--- src/design/ibcd_pkg.sv ---
package ibcd_pkg;

   localparam int TABLE_SIZE = 16;
   localparam int CHAR_W     = 8;
   localparam int DIGIT_W    = 4;
   localparam int BASE_LEN_W = 5;
   localparam int CSR_IDX_W  = 2;
   localparam int CSR_DATA_W = 64;
   localparam int TABLE_W    = TABLE_SIZE * CHAR_W;

   localparam logic [CHAR_W-1:0] MINUS_CHAR = 8'h2D;
   localparam logic [CHAR_W-1:0] PLUS_CHAR  = 8'h2B;

   typedef enum logic [CSR_IDX_W-1:0] {
      CSR_BASE_LEN     = 2'd0,
      CSR_CHARSET_LOW  = 2'd1,
      CSR_CHARSET_HIGH = 2'd2
   } csr_idx_type;

   typedef struct packed {
      logic                done;
      logic                quot_zero;
      logic [DIGIT_W-1:0]  digit;
   } div_stat_type;

endpackage

--- src/design/ibcd_ifs.sv ---
interface ibcd_req_if #(parameter int VALUE_WIDTH = 32);
   logic                          valid;
   logic                          ready;
   logic signed [VALUE_WIDTH-1:0] value;

   modport source (output valid, output value, input ready);
   modport sink (input valid, input value, output ready);
endinterface

interface ibcd_rsp_if;
   import ibcd_pkg::*;
   logic              valid;
   logic              ready;
   logic [CHAR_W-1:0] out_char;
   logic              last;
   logic              bad_charset;

   modport source (output valid, output out_char, output last, output bad_charset,
                   input ready);
   modport sink (input valid, input out_char, input last, input bad_charset,
                 output ready);
endinterface

interface ibcd_csr_if;
   import ibcd_pkg::*;
   logic                  valid;
   logic                  ready;
   logic [CSR_IDX_W-1:0]  index;
   logic [CSR_DATA_W-1:0] data;

   modport source (output valid, output index, output data, input ready);
   modport sink (input valid, input index, input data, output ready);
endinterface

--- src/design/ibcd_div.sv ---
module ibcd_div #(
   parameter int VALUE_WIDTH = 32
) (
   input  logic                             clock,
   input  logic                             reset,
   input  logic                             start,
   input  logic [VALUE_WIDTH-1:0]           dividend,
   input  logic [ibcd_pkg::BASE_LEN_W-1:0]  radix,
   output logic [VALUE_WIDTH-1:0]           quotient,
   output ibcd_pkg::div_stat_type           stat
);
   import ibcd_pkg::*;

   localparam int BITS_PER_CYC = 4;
   localparam int STEPS        = (VALUE_WIDTH + BITS_PER_CYC - 1) / BITS_PER_CYC;
   localparam int PAD_W        = STEPS * BITS_PER_CYC;
   localparam int CNT_W        = (STEPS > 1) ? $clog2(STEPS) : 1;

   logic [PAD_W-1:0]   dv_ff;
   logic [DIGIT_W-1:0] rem_ff;
   logic [CNT_W-1:0]   cnt_ff;
   logic               busy_ff;
   logic               done_ff;

   logic [PAD_W-1:0]   dv_in;
   logic [DIGIT_W-1:0] rem_in;

   // Restoring division, a few bits per cycle; remainder stays below radix.
   always_comb begin
      logic [DIGIT_W:0]   trial;
      logic [PAD_W-1:0]   dv_v;
      logic [DIGIT_W-1:0] rem_v;
      dv_v  = dv_ff;
      rem_v = rem_ff;
      for (int k = 0; k < BITS_PER_CYC; k++) begin
         trial = {rem_v, dv_v[PAD_W-1]};
         if (trial >= radix) begin
            rem_v = DIGIT_W'(trial - radix);
            dv_v  = {dv_v[PAD_W-2:0], 1'b1};
         end else begin
            rem_v = trial[DIGIT_W-1:0];
            dv_v  = {dv_v[PAD_W-2:0], 1'b0};
         end
      end
      dv_in  = dv_v;
      rem_in = rem_v;
   end

   always_ff @(posedge clock) begin
      if (reset) begin
         busy_ff <= 1'b0;
         done_ff <= 1'b0;
      end else if (start) begin
         dv_ff   <= PAD_W'(dividend);
         rem_ff  <= '0;
         cnt_ff  <= '0;
         busy_ff <= 1'b1;
         done_ff <= 1'b0;
      end else if (busy_ff) begin
         dv_ff  <= dv_in;
         rem_ff <= rem_in;
         cnt_ff <= cnt_ff + 1'b1;
         if (cnt_ff == CNT_W'(STEPS - 1)) begin
            busy_ff <= 1'b0;
            done_ff <= 1'b1;
         end
      end else begin
         done_ff <= 1'b0;
      end
   end

   assign quotient       = dv_ff[VALUE_WIDTH-1:0];
   assign stat.done      = done_ff;
   assign stat.quot_zero = (dv_ff == '0);
   assign stat.digit     = rem_ff;

endmodule

--- src/design/int_to_base_charset_digits.sv ---
// Each digit takes one pass of the radix divider; after reset or a register write the
// table is checked entry by entry on the next item, before its first digit.
// A new item is taken only in idle, once the last beat of the previous one is loaded;
// beats go out one per cycle while the receiver is ready.
// Reset (synchronous): flags, base length and table clear; table unchecked; no beat held.
module int_to_base_charset_digits #(
   parameter int MAX_BASE    = 16,
   parameter int VALUE_WIDTH = 32
) (
   input  logic        clock,
   input  logic        reset,
   ibcd_req_if.sink    req_ch,
   ibcd_rsp_if.source  rsp_ch,
   ibcd_csr_if.sink    csr_ch
);
   import ibcd_pkg::*;

   localparam int ND_W     = $clog2(VALUE_WIDTH + 1);
   localparam int STK_W    = VALUE_WIDTH * DIGIT_W;
   localparam int BASE_CAP = (MAX_BASE < TABLE_SIZE) ? MAX_BASE : TABLE_SIZE;
   localparam int IDX_W    = $clog2(TABLE_SIZE);

   typedef enum logic [2:0] {
      ST_IDLE,
      ST_CHECK,
      ST_DIV,
      ST_SIGN,
      ST_EMIT,
      ST_BAD
   } state_type;

   state_type             state_ff;
   logic [BASE_LEN_W-1:0] base_len_ff;
   logic [TABLE_W-1:0]    charset_ff;
   logic                  chk_done_ff;
   logic                  chk_bad_ff;
   logic [IDX_W-1:0]      chk_idx_ff;
   logic                  neg_ff;
   logic [VALUE_WIDTH-1:0] mag_ff;
   logic [STK_W-1:0]      stk_ff;
   logic [ND_W-1:0]       nd_ff;
   logic                  div_start_ff;
   logic                  rsp_valid_ff;
   logic [CHAR_W-1:0]     out_char_ff;
   logic                  last_ff;
   logic                  bad_ff;

   logic [VALUE_WIDTH-1:0] quotient;
   div_stat_type           div_stat;
   logic                   out_free;
   logic                   range_bad;
   logic                   entry_bad;
   logic [CHAR_W-1:0]      chk_char;
   logic [CHAR_W-1:0]      pop_char;
   logic                   req_neg;
   logic [VALUE_WIDTH-1:0] req_mag;
   logic                   chk_last;
   logic                   beat_load;
   logic                   div_start_in;

   function automatic logic [CHAR_W-1:0] table_char(input logic [TABLE_W-1:0] tbl,
                                                    input logic [IDX_W-1:0]   idx);
      return tbl[{idx, 3'b000} +: CHAR_W];
   endfunction

   ibcd_div #(.VALUE_WIDTH(VALUE_WIDTH)) u_div (
      .clock    (clock),
      .reset    (reset),
      .start    (div_start_ff),
      .dividend (mag_ff),
      .radix    (base_len_ff),
      .quotient (quotient),
      .stat     (div_stat)
   );

   assign range_bad = (base_len_ff < BASE_LEN_W'(2)) ||
                      (base_len_ff > BASE_LEN_W'(BASE_CAP));
   assign chk_char  = table_char(charset_ff, chk_idx_ff);
   assign pop_char  = table_char(charset_ff, stk_ff[DIGIT_W-1:0]);
   assign req_neg   = req_ch.value[VALUE_WIDTH-1];
   assign req_mag   = req_neg ? (~req_ch.value + 1'b1) : req_ch.value;
   assign out_free  = !rsp_valid_ff || rsp_ch.ready;
   assign chk_last  = (chk_idx_ff == IDX_W'(TABLE_SIZE - 1));
   assign beat_load = out_free &&
                      (state_ff == ST_SIGN || state_ff == ST_EMIT || state_ff == ST_BAD);

   // Kick the divider on a fresh item, after a clean table check, or for the next digit.
   assign div_start_in =
      ((state_ff == ST_IDLE) && req_ch.valid && chk_done_ff && !chk_bad_ff) ||
      ((state_ff == ST_CHECK) && chk_last && !(chk_bad_ff || entry_bad || range_bad)) ||
      ((state_ff == ST_DIV) && div_stat.done && !div_stat.quot_zero);

   // One table entry per cycle: against sign chars and every later entry in use.
   always_comb begin
      logic dup;
      dup = 1'b0;
      for (int j = 0; j < TABLE_SIZE; j++) begin
         if ((IDX_W'(j) > chk_idx_ff) && (BASE_LEN_W'(j) < base_len_ff) &&
             (table_char(charset_ff, IDX_W'(j)) == chk_char))
            dup = 1'b1;
      end
      entry_bad = ({1'b0, chk_idx_ff} < base_len_ff) &&
                  (dup || chk_char == PLUS_CHAR || chk_char == MINUS_CHAR);
   end

   always_ff @(posedge clock) begin
      if (reset) begin
         state_ff     <= ST_IDLE;
         base_len_ff  <= '0;
         charset_ff   <= '0;
         chk_done_ff  <= 1'b0;
         chk_bad_ff   <= 1'b0;
         div_start_ff <= 1'b0;
         rsp_valid_ff <= 1'b0;
      end else begin
         div_start_ff <= div_start_in;
         if (beat_load)
            rsp_valid_ff <= 1'b1;
         else if (rsp_ch.ready)
            rsp_valid_ff <= 1'b0;

         if (csr_ch.valid) begin
            chk_done_ff <= 1'b0;
            unique case (csr_ch.index)
               CSR_BASE_LEN:     base_len_ff <= csr_ch.data[BASE_LEN_W-1:0];
               CSR_CHARSET_LOW:  charset_ff[CSR_DATA_W-1:0] <= csr_ch.data;
               CSR_CHARSET_HIGH: charset_ff[TABLE_W-1:CSR_DATA_W] <= csr_ch.data;
               default: ;
            endcase
         end

         unique case (state_ff)
            ST_IDLE: begin
               if (req_ch.valid) begin
                  neg_ff <= req_neg;
                  mag_ff <= req_mag;
                  nd_ff  <= '0;
                  if (!chk_done_ff) begin
                     chk_idx_ff <= '0;
                     chk_bad_ff <= 1'b0;
                     state_ff   <= ST_CHECK;
                  end else if (chk_bad_ff) begin
                     state_ff <= ST_BAD;
                  end else begin
                     state_ff <= ST_DIV;
                  end
               end
            end
            ST_CHECK: begin
               chk_idx_ff <= chk_idx_ff + 1'b1;
               if (chk_last) begin
                  chk_done_ff <= 1'b1;
                  chk_bad_ff  <= chk_bad_ff || entry_bad || range_bad;
                  if (chk_bad_ff || entry_bad || range_bad)
                     state_ff <= ST_BAD;
                  else
                     state_ff <= ST_DIV;
               end else if (entry_bad) begin
                  chk_bad_ff <= 1'b1;
               end
            end
            ST_DIV: begin
               if (div_stat.done) begin
                  // Push: the last digit found is the most significant.
                  stk_ff <= {stk_ff[STK_W-DIGIT_W-1:0], div_stat.digit};
                  nd_ff  <= nd_ff + 1'b1;
                  mag_ff <= quotient;
                  if (div_stat.quot_zero)
                     state_ff <= neg_ff ? ST_SIGN : ST_EMIT;
               end
            end
            ST_SIGN: begin
               if (out_free) begin
                  out_char_ff  <= MINUS_CHAR;
                  last_ff      <= 1'b0;
                  bad_ff       <= 1'b0;
                  state_ff     <= ST_EMIT;
               end
            end
            ST_EMIT: begin
               if (out_free) begin
                  out_char_ff  <= pop_char;
                  last_ff      <= (nd_ff == ND_W'(1));
                  bad_ff       <= 1'b0;
                  stk_ff       <= stk_ff >> DIGIT_W;
                  nd_ff        <= nd_ff - 1'b1;
                  if (nd_ff == ND_W'(1))
                     state_ff <= ST_IDLE;
               end
            end
            ST_BAD: begin
               if (out_free) begin
                  out_char_ff  <= '0;
                  last_ff      <= 1'b1;
                  bad_ff       <= 1'b1;
                  state_ff     <= ST_IDLE;
               end
            end
            default: state_ff <= ST_IDLE;
         endcase
      end
   end

   assign req_ch.ready       = (state_ff == ST_IDLE);
   assign csr_ch.ready       = 1'b1;
   assign rsp_ch.valid       = rsp_valid_ff;
   assign rsp_ch.out_char    = out_char_ff;
   assign rsp_ch.last        = last_ff;
   assign rsp_ch.bad_charset = bad_ff;

endmodule

--- src/flat_wrapper.sv ---
// flat-port wrapper written by rule: the top's interface ports become plain ports
module int_to_base_charset_digits_flat import ibcd_pkg::*;
#(
   parameter int MAX_BASE    = 16,
   parameter int VALUE_WIDTH = 32
)
  (clock, reset, req_ch_valid, req_ch_value, req_ch_ready, rsp_ch_valid, rsp_ch_out_char, rsp_ch_last, rsp_ch_bad_charset, rsp_ch_ready, csr_ch_valid, csr_ch_index, csr_ch_data, csr_ch_ready);
  ibcd_req_if #(.VALUE_WIDTH(VALUE_WIDTH)) req_ch_i ();
  ibcd_rsp_if rsp_ch_i ();
  ibcd_csr_if csr_ch_i ();
  input  logic clock;
  input  logic reset;
  input wire logic [$bits(req_ch_i.valid)-1:0] req_ch_valid;
  input wire logic [$bits(req_ch_i.value)-1:0] req_ch_value;
  output wire logic [$bits(req_ch_i.ready)-1:0] req_ch_ready;
  output wire logic [$bits(rsp_ch_i.valid)-1:0] rsp_ch_valid;
  output wire logic [$bits(rsp_ch_i.out_char)-1:0] rsp_ch_out_char;
  output wire logic [$bits(rsp_ch_i.last)-1:0] rsp_ch_last;
  output wire logic [$bits(rsp_ch_i.bad_charset)-1:0] rsp_ch_bad_charset;
  input wire logic [$bits(rsp_ch_i.ready)-1:0] rsp_ch_ready;
  input wire logic [$bits(csr_ch_i.valid)-1:0] csr_ch_valid;
  input wire logic [$bits(csr_ch_i.index)-1:0] csr_ch_index;
  input wire logic [$bits(csr_ch_i.data)-1:0] csr_ch_data;
  output wire logic [$bits(csr_ch_i.ready)-1:0] csr_ch_ready;
  assign req_ch_i.valid = req_ch_valid;
  assign req_ch_i.value = req_ch_value;
  assign req_ch_ready = req_ch_i.ready;
  assign rsp_ch_valid = rsp_ch_i.valid;
  assign rsp_ch_out_char = rsp_ch_i.out_char;
  assign rsp_ch_last = rsp_ch_i.last;
  assign rsp_ch_bad_charset = rsp_ch_i.bad_charset;
  assign rsp_ch_i.ready = rsp_ch_ready;
  assign csr_ch_i.valid = csr_ch_valid;
  assign csr_ch_i.index = csr_ch_index;
  assign csr_ch_i.data = csr_ch_data;
  assign csr_ch_ready = csr_ch_i.ready;
  int_to_base_charset_digits #(.MAX_BASE(MAX_BASE), .VALUE_WIDTH(VALUE_WIDTH)) u_core (.clock(clock), .reset(reset), .req_ch(req_ch_i), .rsp_ch(rsp_ch_i), .csr_ch(csr_ch_i));
endmodule
--- config.mk ---
export PLATFORM = sky130hd
export DESIGN_NAME = int_to_base_charset_digits_flat
export DESIGN_NICKNAME = d
export VERILOG_FILES = /design/src/design/ibcd_pkg.sv /design/src/design/ibcd_ifs.sv /design/src/design/ibcd_div.sv /design/src/design/int_to_base_charset_digits.sv /design/src/flat_wrapper.sv
export SDC_FILE = /design/constraint.sdc
export NUM_CORES = 1
export LEC_CHECK = 0
export BUFFER_PORTS_ARGS = -buffer_cell sky130_fd_sc_hd__buf_4
export CAP_MARGIN = 15
export CORE_MARGIN = 1
export CORE_UTILIZATION = 55
export CTS_CLUSTER_DIAMETER = 200
export CTS_CLUSTER_SIZE = 25
export DETAILED_ROUTE_END_ITERATION = 7
export PLACE_DENSITY = 0.75
export SYNTH_ARGS = -nofsm -noshare
export SYNTH_HDL_FRONTEND = slang
export SYNTH_SLANG_ARGS = --single-unit
--- constraint.sdc ---
create_clock -name clock -period 25.2 [get_ports clock]
set_input_delay 7.56 -clock clock [delete_from_list [all_inputs] [get_ports clock]]
set_output_delay 7.56 -clock clock [all_outputs]
set_load 0.01 [all_outputs]
==> impl_metrics.json <==
{
  "grt_pass1_wl_mm": 91.2,
  "syn-cell-area_um2": 20900,
  "hold_viol_final": 0,
  "reg2reg_to": "u_core.u_div.quotient[0]",
  "synth_nets": 2398,
  "post_cts_resized": 0,
  "start_util": 0.557,
  "gp_congestion": 0.994,
  "avgSynthCellArea_um2": 9.26,
  "path_cells": "buf_4 -> inv_1 -> ha_1 -> nand2_1 -> or3_1 -> or3_1 -> nand2b_1 -> nand2b_1 -> or3_1 -> o41ai_1 -> xor2_1 -> o21ai_1",
  "min_from": "u_core.charset_ff[6]",
  "ir_drop_mv": 0.0576,
  "p_sw_mw": 0.437,
  "drive_gt1_frac": 0.129,
  "wirelength_mm": 58.1,
  "cts_tree": "done",
  "start_kind": "input pin",
  "drt_iter0_markers": 1484,
  "n_antenna_cell": 0,
  "placementRows": 71,
  "grtUsageTotal": 0.300,
  "skew_ps": 21.2,
  "core_um2": 37600,
  "cts_buffers": 18,
  "slew_violations": 0,
  "fin_crit_sh": 0.395,
  "die_w_um": 197,
  "via_per_inst": 6.10,
  "clockRootBuffer": "clkbuf_16",
  "fin_area_um2": 22600,
  "cpPeakStageDelay_ps": 460,
  "syn_to_final_growth_pct": 7.84,
  "min_to": "u_core.charset_ff[6]",
  "p_seq_frac": 0.490,
  "final_cell_mix": "nand2_1 (707), edfxtp_1 (220), a21oi_1 (177)",
  "grt_max_degree": 122,
  "antenna_found_initial": 4,
  "post-dp-hpwl_mm": 41.7,
  "min_period_ps": 9960,
  "portBuffers": 114,
  "io_pins": 116,
  "yosys.area.top_type_share": 0.316,
  "grt_pass1_vias": 16000,
  "synth-seq-area-share": 0.452,
  "synthArstFlopShare": 0,
  "yosys.area.top_type": "edfxtp_1",
  "die_height_um": 197,
  "clock_latency_ps": 540,
  "nNetsFinal": 2414,
  "synthesis.instances": 2259,
  "whs_path_depth": 2,
  "routedWlPerCell_um": 20.8,
  "finalSetupTns_ps": 0,
  "setup_viol": 0,
  "r2r_start": "u_core.base_len_ff[1]",
  "status": "complete, no violations",
  "worst_setup_path_end_kind": "flip-flop",
  "synth.area.top_cells": "edfxtp_1 (32%), dfxtp_1 (14%), nand2_1 (13%), mux4_2 (4.8%), a21oi_1 (4.3%)",
  "synth_seq_cells": 362,
  "crit_type": "input pin to flip-flop",
  "cts_setup_buffers": 0,
  "dpl_cell_area_um2": 21900,
  "power_density_nw_per_um2": 60.5,
  "p_int_mw": 0.927,
  "stdcell_count": 2797,
  "rsz0062_at_grt": "no",
  "leakagePower_nw": 8.34,
  "max_slew_margin": 0.207,
  "critPathArrivalTime_ps": 10250,
  "cts_htree_levels": 1,
  "hold_buffers": 0,
  "path_max_fanout": 4,
  "worstMarginPinSlew_ps": 1190,
  "cp_slowest_cell": "or3_1",
  "hold_path_class": "flip-flop to flip-flop",
  "clkPwrFrac": 0.244,
  "cp.required_ps": 25490,
  "synth_edf_count": 220,
  "dp.cells": 2762,
  "worst_r2r_path_depth": 31,
  "clkTransAtPathRegs_ps": 100,
  "fmaxAchievable_ghz": 0.100,
  "overflow": 0,
  "ant_nets": 0,
  "final_common_cell": "nand2_1",
  "drcViolationCount": 0,
  "ys.flop_type": "edfxtp_1",
  "crit_top_cell": "or3_1",
  "drt-pass1-iter-count": 5,
  "clockBufferDepth": 3,
  "r2r_slack_ps": 17240,
  "p_sw_frac": 0.321,
  "clkSinkCount": 362,
  "via_count": 17100,
  "pwr-share-comb": 0.266,
  "dieArea_um2": 38800,
  "ys_types": 95,
  "synth_warnings": 0,
  "cap_violations": 0
}
-- power groups by stage --
stage / combinational (mW) / clock (mW) / sequential [mW]
after floorplan: 0.267 / 0 / 0.673
after global placement: 0.348 / 0 / 0.680
after detailed placement: 0.352 / 0 / 0.681
after CTS: 0.354 / 0.340 / 0.667
after global routing: 0.389 / 0.358 / 0.670
final: 0.363 / 0.333 / 0.668
-- layout make-up --
class,instances,area [um^2]
flip-flops and latches,362,9450
well taps,511,639
clock buffers,30,517
clock inverters,1,16.3
fillers,3311,15000
repair buffers,139,1100
multi-input cells,1727,10700
inverters,27,101
-- Yosys cell counts (all sizes together) (9+ instances only) --
master and number:
a21boi 10, a22oi 12, a21o 16, or4 9, nand2b 15, dfxtp 142
mux2i 50, and2 11, a31oi 10, or3 16, nand3 29, xnor2 48
mux4 47, nand4 12, o22ai 19, inv 26, o21ai 79, a21oi 178
nor4 18, xor2 71, nor2 77, o31ai 9, edfxtp 220, mux2 59
nand2 711, clkbuf 100, buf 43, a22o 12, and3 15, nor2b 17
nor3 36, ha 32
-- stage by stage --
step / total power, mW / utilization / hold WS, ps / setup WS [ps]
2_1_floorplan: 0.940 / - / 442 / 10250
3_3_place_gp: 1.03 / 0.584 / 466 / 14780
3_5_place_dp: 1.03 / 0.584 / 476 / 14680
4_1_cts: 1.36 / 0.598 / 491 / 15210
5_1_grt: 1.42 / 0.601 / 499 / 15030
6_report: 1.36 / 0.601 / 491 / 15240
-- registers in the layout (all words and copies together) (netlist names) --
name,flops
u_core.base_len_ff,5
u_core.stk_ff,128
u_core.nd_ff,6
u_core.rsp_ch.valid,1
u_core.rsp_ch.last,1
u_core.u_div.rem_ff,4
u_core.rsp_ch.out_char,8
u_core.mag_ff,32
u_core.u_div.cnt_ff,3
u_core.u_div.busy_ff,1
u_core.div_start_ff,1
u_core.u_div.quotient,32
u_core.u_div.done_ff,1
u_core.neg_ff,1
u_core.charset_ff,128
u_core.state_ff,3
u_core.chk_idx_ff,4
u_core.chk_bad_ff,1
u_core.rsp_ch.bad_charset,1
u_core.chk_done_ff,1
-- critical path, delay by kind of cell --
family / cells / cell delay, ps
AO/OA/AOI/OAI: 2 / 440
XOR/XNOR: 1 / 180
adder cells (fa/ha/maj): 1 / 190
buffers and inverters: 2 / 180
AND/OR/NAND/NOR: 6 / 1700
-- per-layer routing --
layer,GRT usage,up-vias,share of wire
li1,-,8015,-
met3,0.0487,103,0.077
met1,0.422,8278,0.43
met2,0.483,667,0.47
met5,0,-,0.00036
met4,0.0818,4,0.029
-- worst max path at each step --
stage | slack [ps] | start | cells past startpoint | endpoint
detailed placement | 14680 | req_ch_value[0] | 12 | u_core.mag_ff[26]
floorplan | 10250 | reset | 4 | u_core.stk_ff[0]
finish | 15240 | req_ch_value[0] | 12 | u_core.mag_ff[26]
CTS | 15210 | req_ch_value[0] | 12 | u_core.mag_ff[26]
global placement | 14780 | req_ch_value[0] | 12 | u_core.mag_ff[26]
global route | 15030 | req_ch_value[0] | 12 | u_core.mag_ff[26]
-- kinds of logic after synthesis --
family | count (synthesis) | synth area share
compound gates | 422 | 0.127
xor+xnor | 119 | 0.0498
fa+ha+maj | 36 | 0.0230
buf+inv | 170 | 0.0371
flops | 362 | 0.452
mux | 156 | 0.107
other cells | 1 | 0.000179
simple gates | 993 | 0.205
Power figures use the tool's default switching activity.
